`src/rtl/core/sbus_remote_frame_decoder_top_macros.svh`:
```
// Assertion macros shared by the remote frame decoder RTL.
`ifndef SBUS_REMOTE_FRAME_DECODER_TOP_MACROS_SVH
`define SBUS_REMOTE_FRAME_DECODER_TOP_MACROS_SVH

// Condition must hold at every clock edge outside reset.
`define SRFD_ASSERT_HOLDS(label, cond, msg) \
   label: assert property (@(posedge clock) disable iff (reset) (cond)) else $error(msg);

// Same-cycle implication.
`define SRFD_ASSERT_IMP(label, ante, cons, msg) \
   label: assert property (@(posedge clock) disable iff (reset) (ante) |-> (cons)) \
      else $error(msg);

// Next-cycle implication.
`define SRFD_ASSERT_NEXT(label, ante, cons, msg) \
   label: assert property (@(posedge clock) disable iff (reset) (ante) |=> (cons)) \
      else $error(msg);

`endif

```
`src/rtl/core/srfd_pkg.sv`:
```
// Package: widths, codes, reset values and scaling helper for the frame decoder.
package srfd_pkg;

   localparam int unsigned FRAME_BYTES_DEF = 25;
   localparam int unsigned PAYLOAD_BYTES   = 10;
   localparam int unsigned NUM_SLOTS       = 7;
   localparam int unsigned NUM_STICKS      = 4;
   localparam int unsigned NUM_AXES        = 5;
   localparam int unsigned WHEEL_SLOT      = 6;
   localparam int unsigned LEFT_SW_SLOT    = 4;
   localparam int unsigned RIGHT_SW_SLOT   = 5;
   localparam int unsigned OFFLINE_STICK   = 2;

   localparam int unsigned SLOT_W   = 11;
   localparam int unsigned CENT_W   = 12;
   localparam int unsigned AXIS_W   = 16;
   localparam int unsigned TICK_W   = 16;
   localparam int unsigned SCALE_W  = 22;
   localparam int unsigned DZ_W     = 8;
   localparam int unsigned SW_W     = 2;
   localparam int unsigned Q_SHIFT  = 16;
   localparam int unsigned PROD_W   = CENT_W + SCALE_W + 1;
   localparam int unsigned SHR_W    = PROD_W - Q_SHIFT;

   localparam int unsigned CSR_IDX_W  = 3;
   localparam int unsigned CSR_DATA_W = 22;

   typedef enum logic [CSR_IDX_W-1:0] {
      REG_BUS_MIN       = 3'd0,
      REG_BUS_MAX       = 3'd1,
      REG_DEAD_ZONE     = 3'd2,
      REG_OFFLINE_LIMIT = 3'd3,
      REG_SCALE_MULT    = 3'd4,
      REG_TIMEOUT_TICKS = 3'd5
   } csr_index_type;

   localparam logic OP_BYTE = 1'b0;
   localparam logic OP_TICK = 1'b1;

   localparam logic [SW_W-1:0] SW_HIGH = 2'd1;
   localparam logic [SW_W-1:0] SW_MID  = 2'd2;
   localparam logic [SW_W-1:0] SW_LOW  = 2'd3;

   localparam logic [SLOT_W-1:0]  BUS_MIN_RST       = 11'd200;
   localparam logic [SLOT_W-1:0]  BUS_MAX_RST       = 11'd1800;
   localparam logic [DZ_W-1:0]    DEAD_ZONE_RST     = 8'd10;
   localparam logic [CENT_W-1:0]  OFFLINE_LIMIT_RST = 12'hC90;   // -880
   localparam logic [SCALE_W-1:0] SCALE_MULT_RST    = 22'd1342177;
   localparam logic [TICK_W-1:0]  TIMEOUT_TICKS_RST = 16'd100;

   localparam logic signed [SHR_W-1:0] AXIS_MAX = SHR_W'(32767);
   localparam logic signed [SHR_W-1:0] AXIS_MIN = -SHR_W'(32768);

   // Decoded frame (or timeout) waiting for the scaling stage.
   typedef struct packed {
      logic [NUM_AXES-1:0][CENT_W-1:0] axis;   // lanes 0..3 sticks, lane 4 wheel
      logic [SW_W-1:0]                 left_sw;
      logic [SW_W-1:0]                 right_sw;
      logic                            online;
      logic                            timed_out;
   } decode_type;

   // c * m / 2^16 rounded toward minus infinity, saturated to 16 bits.
   function automatic logic [AXIS_W-1:0] scale_sat(logic [CENT_W-1:0] c,
                                                   logic [SCALE_W-1:0] m);
      logic signed [PROD_W-1:0] prod;
      logic signed [SHR_W-1:0]  shr;
      prod = $signed(c) * $signed({1'b0, m});
      shr  = prod[PROD_W-1:Q_SHIFT];
      if (shr > AXIS_MAX) begin
         scale_sat = AXIS_MAX[AXIS_W-1:0];
      end else if (shr < AXIS_MIN) begin
         scale_sat = AXIS_MIN[AXIS_W-1:0];
      end else begin
         scale_sat = shr[AXIS_W-1:0];
      end
   endfunction

endpackage

```
`src/rtl/core/sbus_remote_frame_decoder_top.sv`:
```
// Remote-control serial frame decoder: byte window tracking, slot decode, scaling.
//
// Usage: feed one item per accepted req handshake, either a received byte
// (opcode 0, with line_idle marking the end of a burst) or one timer tick
// (opcode 1). A window closes on its FRAME_BYTES-th byte or on a byte flagged
// line_idle; only a window of exactly FRAME_BYTES bytes produces a result.
// Seven 11-bit slots are unpacked LSB first from window bytes 1..10: slots 0..3
// are sticks (centered, deadzoned, scaled to signed Q14), slot 6 is the wheel
// (centered and scaled, no deadzone), slots 4 and 5 are three-position
// switches. If timeout_ticks ticks pass without a window closing, a zeroed
// result with timed_out set is produced and the current window is dropped.
// Throughput is one item per clock while rsp_stall is low. A result is first
// registered in stage 1, which tracks the window, unpacks slots and centers
// them; the second stage runs the five 12x23 scaling
// multipliers in parallel and saturates into the output register. Both
// stages hold under rsp_stall; req_stall only rises when both are full and
// the output is stalled. Configuration goes through the csr write port and
// is to be changed only while no item is in flight.
`include "sbus_remote_frame_decoder_top_macros.svh"

module sbus_remote_frame_decoder_top #(
   parameter int unsigned FRAME_BYTES = srfd_pkg::FRAME_BYTES_DEF
) (
   input  logic                                   clock,
   input  logic                                   reset,
   // configuration
   input  logic                                   csr_write_en,
   input  logic [srfd_pkg::CSR_IDX_W-1:0]         csr_index,
   input  logic [srfd_pkg::CSR_DATA_W-1:0]        csr_wdata,
   // input items
   input  logic                                   req_valid,
   output logic                                   req_stall,
   input  logic                                   req_opcode,
   input  logic [7:0]                             req_data_byte,
   input  logic                                   req_line_idle,
   // result items
   output logic                                   rsp_valid,
   input  logic                                   rsp_stall,
   output logic signed [srfd_pkg::AXIS_W-1:0]     rsp_axis_slot0,
   output logic signed [srfd_pkg::AXIS_W-1:0]     rsp_axis_slot1,
   output logic signed [srfd_pkg::AXIS_W-1:0]     rsp_axis_slot2,
   output logic signed [srfd_pkg::AXIS_W-1:0]     rsp_axis_slot3,
   output logic signed [srfd_pkg::AXIS_W-1:0]     rsp_wheel_value,
   output logic [srfd_pkg::SW_W-1:0]              rsp_left_switch,
   output logic [srfd_pkg::SW_W-1:0]              rsp_right_switch,
   output logic                                   rsp_link_online,
   output logic                                   rsp_timed_out
);
   import srfd_pkg::*;

   localparam int unsigned POS_W  = $clog2(FRAME_BYTES + 1);
   localparam int unsigned ADDR_W = $clog2(PAYLOAD_BYTES);
   localparam logic [POS_W-1:0] LAST_POS    = POS_W'(FRAME_BYTES);
   localparam logic [POS_W-1:0] PAYLOAD_END = POS_W'(PAYLOAD_BYTES);
   localparam logic [POS_W-1:0] POS_ONE     = POS_W'(1);

   // ---------------- configuration registers ----------------
   logic [SLOT_W-1:0]  bus_min_ff;
   logic [SLOT_W-1:0]  bus_max_ff;
   logic [DZ_W-1:0]    dead_zone_ff;
   logic [CENT_W-1:0]  offline_limit_ff;
   logic [SCALE_W-1:0] scale_mult_ff;
   logic [TICK_W-1:0]  timeout_ff;

   always_ff @(posedge clock) begin
      if (reset) begin
         bus_min_ff       <= BUS_MIN_RST;
         bus_max_ff       <= BUS_MAX_RST;
         dead_zone_ff     <= DEAD_ZONE_RST;
         offline_limit_ff <= OFFLINE_LIMIT_RST;
         scale_mult_ff    <= SCALE_MULT_RST;
         timeout_ff       <= TIMEOUT_TICKS_RST;
      end else if (csr_write_en) begin
         case (csr_index_type'(csr_index))
            REG_BUS_MIN:       bus_min_ff       <= csr_wdata[SLOT_W-1:0];
            REG_BUS_MAX:       bus_max_ff       <= csr_wdata[SLOT_W-1:0];
            REG_DEAD_ZONE:     dead_zone_ff     <= csr_wdata[DZ_W-1:0];
            REG_OFFLINE_LIMIT: offline_limit_ff <= csr_wdata[CENT_W-1:0];
            REG_SCALE_MULT:    scale_mult_ff    <= csr_wdata[SCALE_W-1:0];
            REG_TIMEOUT_TICKS: timeout_ff       <= csr_wdata[TICK_W-1:0];
            default: ;   // unmapped index, write dropped
         endcase
      end
   end

   // ---------------- handshake ----------------
   logic s1_valid_ff, s1_valid_in;
   logic rsp_valid_ff;
   logic advance;
   logic req_accept;

   // Output register frees when empty or taken this cycle; stage 1 follows it.
   assign advance    = !rsp_valid_ff || !rsp_stall;
   assign req_stall  = s1_valid_ff && !advance;
   assign req_accept = req_valid && !req_stall;

   // ---------------- window tracking ----------------
   logic [POS_W-1:0]  pos_ff, pos_in, pos_inc;
   logic [TICK_W-1:0] idle_ff, idle_in, tick_inc;
   logic              win_close, win_full, tick_fire, store_we, event_in;
   logic [ADDR_W-1:0] store_addr;
   logic [7:0]        payload_ff [PAYLOAD_BYTES];

   always_comb begin
      pos_inc    = pos_ff + POS_ONE;
      win_full   = (pos_inc == LAST_POS);
      win_close  = (pos_inc >= LAST_POS) || req_line_idle;
      tick_inc   = idle_ff + TICK_W'(1);
      // a wrapped counter or a zero limit fires too
      tick_fire  = (tick_inc == '0) || (tick_inc >= timeout_ff);
      store_we   = (pos_ff >= POS_ONE) && (pos_ff <= PAYLOAD_END);
      store_addr = ADDR_W'(pos_ff - POS_ONE);

      pos_in   = pos_ff;
      idle_in  = idle_ff;
      event_in = 1'b0;
      if (req_accept) begin
         if (req_opcode == OP_TICK) begin
            if (tick_fire) begin
               idle_in  = '0;
               pos_in   = '0;
               event_in = 1'b1;
            end else begin
               idle_in = tick_inc;
            end
         end else begin
            if (win_close) begin
               pos_in   = '0;
               idle_in  = '0;
               event_in = win_full;
            end else begin
               pos_in = pos_inc;
            end
         end
      end
   end

   always_ff @(posedge clock) begin
      if (reset) begin
         pos_ff  <= '0;
         idle_ff <= '0;
      end else begin
         pos_ff  <= pos_in;
         idle_ff <= idle_in;
      end
   end

   always_ff @(posedge clock) begin
      if (req_accept && req_opcode == OP_BYTE && store_we) begin
         payload_ff[store_addr] <= req_data_byte;
      end
   end

   // ---------------- slot unpack and centering ----------------
   logic [PAYLOAD_BYTES*8-1:0]    payload_vec;
   logic [NUM_SLOTS-1:0][SLOT_W-1:0] slot;
   logic [SLOT_W-1:0]             center;
   logic [NUM_AXES-1:0][CENT_W-1:0] cent;
   logic [CENT_W-1:0]             mag;
   decode_type                    frame_dec, s1_in, s1_ff;

   always_comb begin
      // the byte being stored now is passed through, so a window whose
      // closing byte is the last payload byte decodes it
      for (int b = 0; b < PAYLOAD_BYTES; b++) begin
         payload_vec[8*b +: 8] = (store_we && store_addr == ADDR_W'(b)) ? req_data_byte
                                                                         : payload_ff[b];
      end
      for (int k = 0; k < NUM_SLOTS; k++) begin
         slot[k] = payload_vec[SLOT_W*k +: SLOT_W];
      end
   end

   always_comb begin
      center = SLOT_W'(({1'b0, bus_min_ff} + {1'b0, bus_max_ff}) >> 1);
      for (int k = 0; k < NUM_AXES; k++) begin
         cent[k] = {1'b0, slot[k]} - {1'b0, center};
      end
      // the wheel sits in slot 6, not slot 4
      cent[NUM_STICKS] = {1'b0, slot[WHEEL_SLOT]} - {1'b0, center};

      frame_dec = '0;
      for (int k = 0; k < NUM_STICKS; k++) begin
         mag = cent[k][CENT_W-1] ? -cent[k] : cent[k];
         frame_dec.axis[k] = (mag < {{(CENT_W-DZ_W){1'b0}}, dead_zone_ff}) ? '0 : cent[k];
      end
      frame_dec.axis[NUM_STICKS] = cent[NUM_STICKS];

      // tie order: low code, then center, then high code
      if (slot[LEFT_SW_SLOT] == bus_min_ff)      frame_dec.left_sw = SW_LOW;
      else if (slot[LEFT_SW_SLOT] == center)     frame_dec.left_sw = SW_MID;
      else if (slot[LEFT_SW_SLOT] == bus_max_ff) frame_dec.left_sw = SW_HIGH;
      else                                       frame_dec.left_sw = SW_LOW;

      if (slot[RIGHT_SW_SLOT] == bus_min_ff)      frame_dec.right_sw = SW_LOW;
      else if (slot[RIGHT_SW_SLOT] == center)     frame_dec.right_sw = SW_MID;
      else if (slot[RIGHT_SW_SLOT] == bus_max_ff) frame_dec.right_sw = SW_HIGH;
      else                                        frame_dec.right_sw = SW_LOW;

      frame_dec.online = !($signed(frame_dec.axis[OFFLINE_STICK]) <
                           $signed(offline_limit_ff));
      frame_dec.timed_out = 1'b0;
   end

   // ---------------- stage 1 register ----------------
   always_comb begin
      s1_in = s1_ff;
      if (event_in) begin
         if (req_opcode == OP_TICK) begin
            s1_in           = '0;
            s1_in.left_sw   = SW_LOW;
            s1_in.right_sw  = SW_LOW;
            s1_in.timed_out = 1'b1;
         end else begin
            s1_in = frame_dec;
         end
      end
      // event_in only happens when stage 1 is empty or moving on
      s1_valid_in = event_in || (s1_valid_ff && !advance);
   end

   always_ff @(posedge clock) begin
      if (reset) begin
         s1_valid_ff <= 1'b0;
      end else begin
         s1_valid_ff <= s1_valid_in;
      end
   end

   always_ff @(posedge clock) begin
      s1_ff <= s1_in;
   end

   // ---------------- scaling and output register ----------------
   logic [NUM_AXES-1:0][AXIS_W-1:0] axis_ff;
   logic [SW_W-1:0]                 left_sw_ff, right_sw_ff;
   logic                            online_ff, timed_out_ff;

   always_ff @(posedge clock) begin
      if (reset) begin
         rsp_valid_ff <= 1'b0;
      end else if (advance) begin
         rsp_valid_ff <= s1_valid_ff;
      end
   end

   always_ff @(posedge clock) begin
      if (advance && s1_valid_ff) begin
         for (int k = 0; k < NUM_AXES; k++) begin
            axis_ff[k] <= scale_sat(s1_ff.axis[k], scale_mult_ff);
         end
         left_sw_ff   <= s1_ff.left_sw;
         right_sw_ff  <= s1_ff.right_sw;
         online_ff    <= s1_ff.online;
         timed_out_ff <= s1_ff.timed_out;
      end
   end

   assign rsp_valid        = rsp_valid_ff;
   assign rsp_axis_slot0   = axis_ff[0];
   assign rsp_axis_slot1   = axis_ff[1];
   assign rsp_axis_slot2   = axis_ff[2];
   assign rsp_axis_slot3   = axis_ff[3];
   assign rsp_wheel_value  = axis_ff[NUM_STICKS];
   assign rsp_left_switch  = left_sw_ff;
   assign rsp_right_switch = right_sw_ff;
   assign rsp_link_online  = online_ff;
   assign rsp_timed_out    = timed_out_ff;

   // ---------------- assertions ----------------
   logic tick_fire_acc, frame_full_acc, restarted, decoded, zeroed;

   assign tick_fire_acc  = req_accept && req_opcode == OP_TICK && tick_fire;
   assign frame_full_acc = req_accept && req_opcode == OP_BYTE && win_full;
   assign restarted      = idle_ff == '0 && pos_ff == '0 && s1_valid_ff && s1_ff.timed_out;
   assign decoded        = s1_valid_ff && !s1_ff.timed_out && pos_ff == '0;
   assign zeroed         = axis_ff == '0 && !online_ff && left_sw_ff == SW_LOW
                           && right_sw_ff == SW_LOW;

   `SRFD_ASSERT_HOLDS(a_pos_in_window, pos_ff < LAST_POS, "byte position past frame end")
   `SRFD_ASSERT_NEXT(a_timeout_restarts, tick_fire_acc, restarted, "timeout did not restart")
   `SRFD_ASSERT_NEXT(a_full_window_decodes, frame_full_acc, decoded, "full window not decoded")
   `SRFD_ASSERT_IMP(a_timeout_zeroed, rsp_valid_ff && timed_out_ff, zeroed, "timeout not zeroed")

endmodule
```
`config.mk`:
```
export PLATFORM = sky130hd
export DESIGN_NAME = sbus_remote_frame_decoder_top
export DESIGN_NICKNAME = d
export VERILOG_FILES = /design/src/rtl/core/srfd_pkg.sv /design/src/rtl/core/sbus_remote_frame_decoder_top.sv
export VERILOG_INCLUDE_DIRS = /design/src /design/src/rtl/core
export SDC_FILE = /design/constraint.sdc
export NUM_CORES = 2
export LEC_CHECK = 0
export BUFFER_PORTS_ARGS = -buffer_cell sky130_fd_sc_hd__buf_2
export CELL_PAD_IN_SITES_DETAIL_PLACEMENT = 0
export CELL_PAD_IN_SITES_GLOBAL_PLACEMENT = 2
export CORE_UTILIZATION = 42
export CTS_CLUSTER_SIZE = 16
export DETAILED_ROUTE_END_ITERATION = 16
export HOLD_SLACK_MARGIN = 0.12
export PLACE_DENSITY_LB_ADDON = 0.1
export SLEW_MARGIN = 20
export SYNTH_ARGS = -nofsm -noshare
export SYNTH_HDL_FRONTEND = slang
export SYNTH_SLANG_ARGS = --single-unit
```
`constraint.sdc`:
```
create_clock -name clock -period 9.65 [get_ports clock]
set_input_delay 0.965 -clock clock [delete_from_list [all_inputs] [get_ports clock]]
set_output_delay 0.965 -clock clock [all_outputs]
set_load 0.05 [all_outputs]
```
==> impl_metrics.toml <==
[die]
die_w_um = 380
die_area_um2 = 144000
initial_utilization = 0.424
coreArea_um2 = 142000
die_h_um = 380
row_count = 138
io_pins = 128

[synthesis]
ys_ff_latch = 332
netlist_top_cells_count = "inv_1, nand2_1, fa_1, ha_1, and2_1"
ys_seq_area_frac = 0.149
yosys.area.top_type = "fa_1"
avgSynthCellArea_um2 = 9.04
synth_edf_count = 229
async_flop_share = 0
yosysWarningCount = 0
syn_area_um2 = 60000
synth_area_leaders = "fa_1, ha_1, edfxtp_1"
synth_nets = 8270
synth_flop_cell = "edfxtp_1"
synth_top_area_share = 0.334
synth_cell_types = 82
yosysMostFrequentCell = "inv_1"
synth_cells = 6637

[sta]
period_minus_slack_ns = 8.44
finalSetupViolCount = 0
rsz0062_at_grt = "no"
final.setup.tns_ns = 0
worst_pin_slew_ns = 1.07
fin_worst_skew_ns = 0.0554
slew-limit-headroom = 0.285
timing.final.crit_share = 0.875
maxSlewViolCount = 0
hold_violations = 0
clock.fmax_mhz = 118

[grt]
grt_pass1_vias = 46300
grt_pass1_wl_mm = 269
grt_max_degree = 62
grtUsageTotal = 0.239
overflow = 0
antenna_found_initial = 1

[setup_path]
endpoint_kind = "flip-flop"
critPathArrivalTime_ns = 8.83
crit_required_ns = 10.04
max_stage_delay_ns = 0.62
start_kind = "flip-flop"
crit_path_max_fanout = 23
critPathKind = "flip-flop to flip-flop"
crit_slowest_cell = "o21ai_1"

[cts]
cts_tree = "yes"
cts-root-buf = "clkbuf_16"
cts_hold_buf = 0
post_cts_buffers = 0
cts_sinks = 332
cts_buffer_depth = 3
cts.clk_slew.worst_paths_ns = 0.06
clock_latency_ns = 0.67
cts-resized-gates = 0
cts_buffers = 45
htreeDepth = 2

[route]
drt-wirelength-per-cell_um = 19.8
drtPass1Iterations = 5
drt_iter0_drc = 2075
drc = 0
vias = 43700
vias_per_cell = 5.14
ant_nets = 0
routed_wl_mm = 168

[place]
hpwl_mm = 129
io_buffer_count = 127
routabilityCongestion = 0.858

[cells_and_area]
final_nets = 8202
final_util = 0.454
syn_to_final_growth_pct = 7.11
drive_gt1_frac = 0.0619

[power_and_ir_drop]
power.density_nw_per_um2 = 190
cellLeakagePower_nw = 31.2
vdd_drop_max_v = 0.000204

[status]
status = "finished clean"

[job]
drv_cap = 0

[min_path]
hold_class = "flip-flop to flip-flop"
-- critical path, delay by kind of cell (launching register included) --
kind | cells | cell delay [ns]
flops | 1 | 0.54
simple gates | 9 | 1.22
compound gates | 20 | 3.98
mux | 2 | 0.90
fa+ha+maj | 4 | 1.09
buf+inv | 2 | 0.46
-- final timing paths --
kind / slack (ns) / startpoint / end / cells after the start
worst max-delay path: 1.21 / pos_ff[0]$_SDFFE_PP0P_ / s1_ff[1]$_SDFFCE_PP0P_ / 37
worst min-delay path: 0.43 / s1_ff[0]$_DFFE_PP_ / rsp_timed_out$_DFFE_PP_ / 0
worst max register to register: 1.21 / pos_ff[0]$_SDFFE_PP0P_ / s1_ff[1]$_SDFFCE_PP0P_ / 37
worst min register to register: 0.43 / s1_ff[0]$_DFFE_PP_ / rsp_timed_out$_DFFE_PP_ / 0
-- power by group --
part           switching (W)  internal, W  total, W
clock               0.000770      0.00111   0.00188
sequential         0.0000998      0.00171   0.00181
combinational        0.00491      0.00357   0.00848
total                0.00578      0.00639    0.0122
-- cells in the final DEF (no fill, tap or decap), types with 17 or more instances in the layout --
cell       Yosys  routed
o21ai_0      102     102
a31oi_1       22      22
and3_1        21      21
mux2i_1       41      41
o211ai_1      20      20
clkbuf_16      0      45
mux2_2        47      47
xor2_1        85      85
inv_1       1296    1296
fa_1        1001    1001
ha_1         592     592
a211oi_1      23      23
nor4_1        21      21
nand2b_1      58      58
and2_1       371     371
o21a_1        41      41
nand2_1     1081    1081
a21o_1       132     132
a21oi_1      181     181
nand3_1       83      83
a21boi_0      18      17
nor3b_1       28      27
dfxtp_1      103      81
nor3_1        80      78
dfxtp_2        0      22
buf_2          6     127
edfxtp_1     229     229
nor2b_1      105     104
nor2_1       152     151
buf_4          3      95
xnor2_1      136     136
nand4_1       28      28
-- kinds of logic after synthesis --
logic type / synth area share
xor+xnor: 0.0352
fa+ha+maj: 0.458
simple gates: 0.164
mux: 0.0157
flops: 0.149
compound gates: 0.0744
buf+inv: 0.103
-- per-layer routing --
layer	vias to the layer above	global-route usage	part of all wire
li1	20500	-	-
met1	22400	0.338	0.47
met2	722	0.400	0.47
met3	118	0.0228	0.036
met4	0	0.0412	0.016
met5	-	0	0
-- registers in the layout, summed over array words and instances (netlist names), 8 cells and up --
signal,cells
idle_ff,16
offline_limit_ff,12
rsp_wheel_value,16
rsp_axis_slot0,16
bus_max_ff,11
rsp_axis_slot2,16
scale_mult_ff,22
payload_ff,77
bus_min_ff,11
rsp_axis_slot3,16
rsp_axis_slot1,16
dead_zone_ff,8
timeout_ff,16
s1_ff,66
-- through the flow --
stage               hold WS, ns  total power (W)  instance area (um^2)  setup slack (ns)  instances
detailed placement        0.420           0.0104                 62600              1.33       8411
global placement          0.401           0.0104                 62600              1.36       8411
global route              0.427           0.0135                 64200             0.712       8495
finish                    0.431           0.0122                 64200              1.21       8498
CTS                       0.425           0.0124                 64200              1.34       8494
floorplan                 0.400          0.00815                 60000              1.78       6637
-- cell type report --
class                   instances  area [um^2]
repair buffers                230         1510
inverters                    1298         4870
fillers                     14100        77400
well taps                    1890         2360
clock buffers                  50         1140
diodes                          3         7.51
flip-flops and latches        332         8970
multi-input cells            4662        44900
clock inverters                33          475
(Power assumes the default switching activity.)
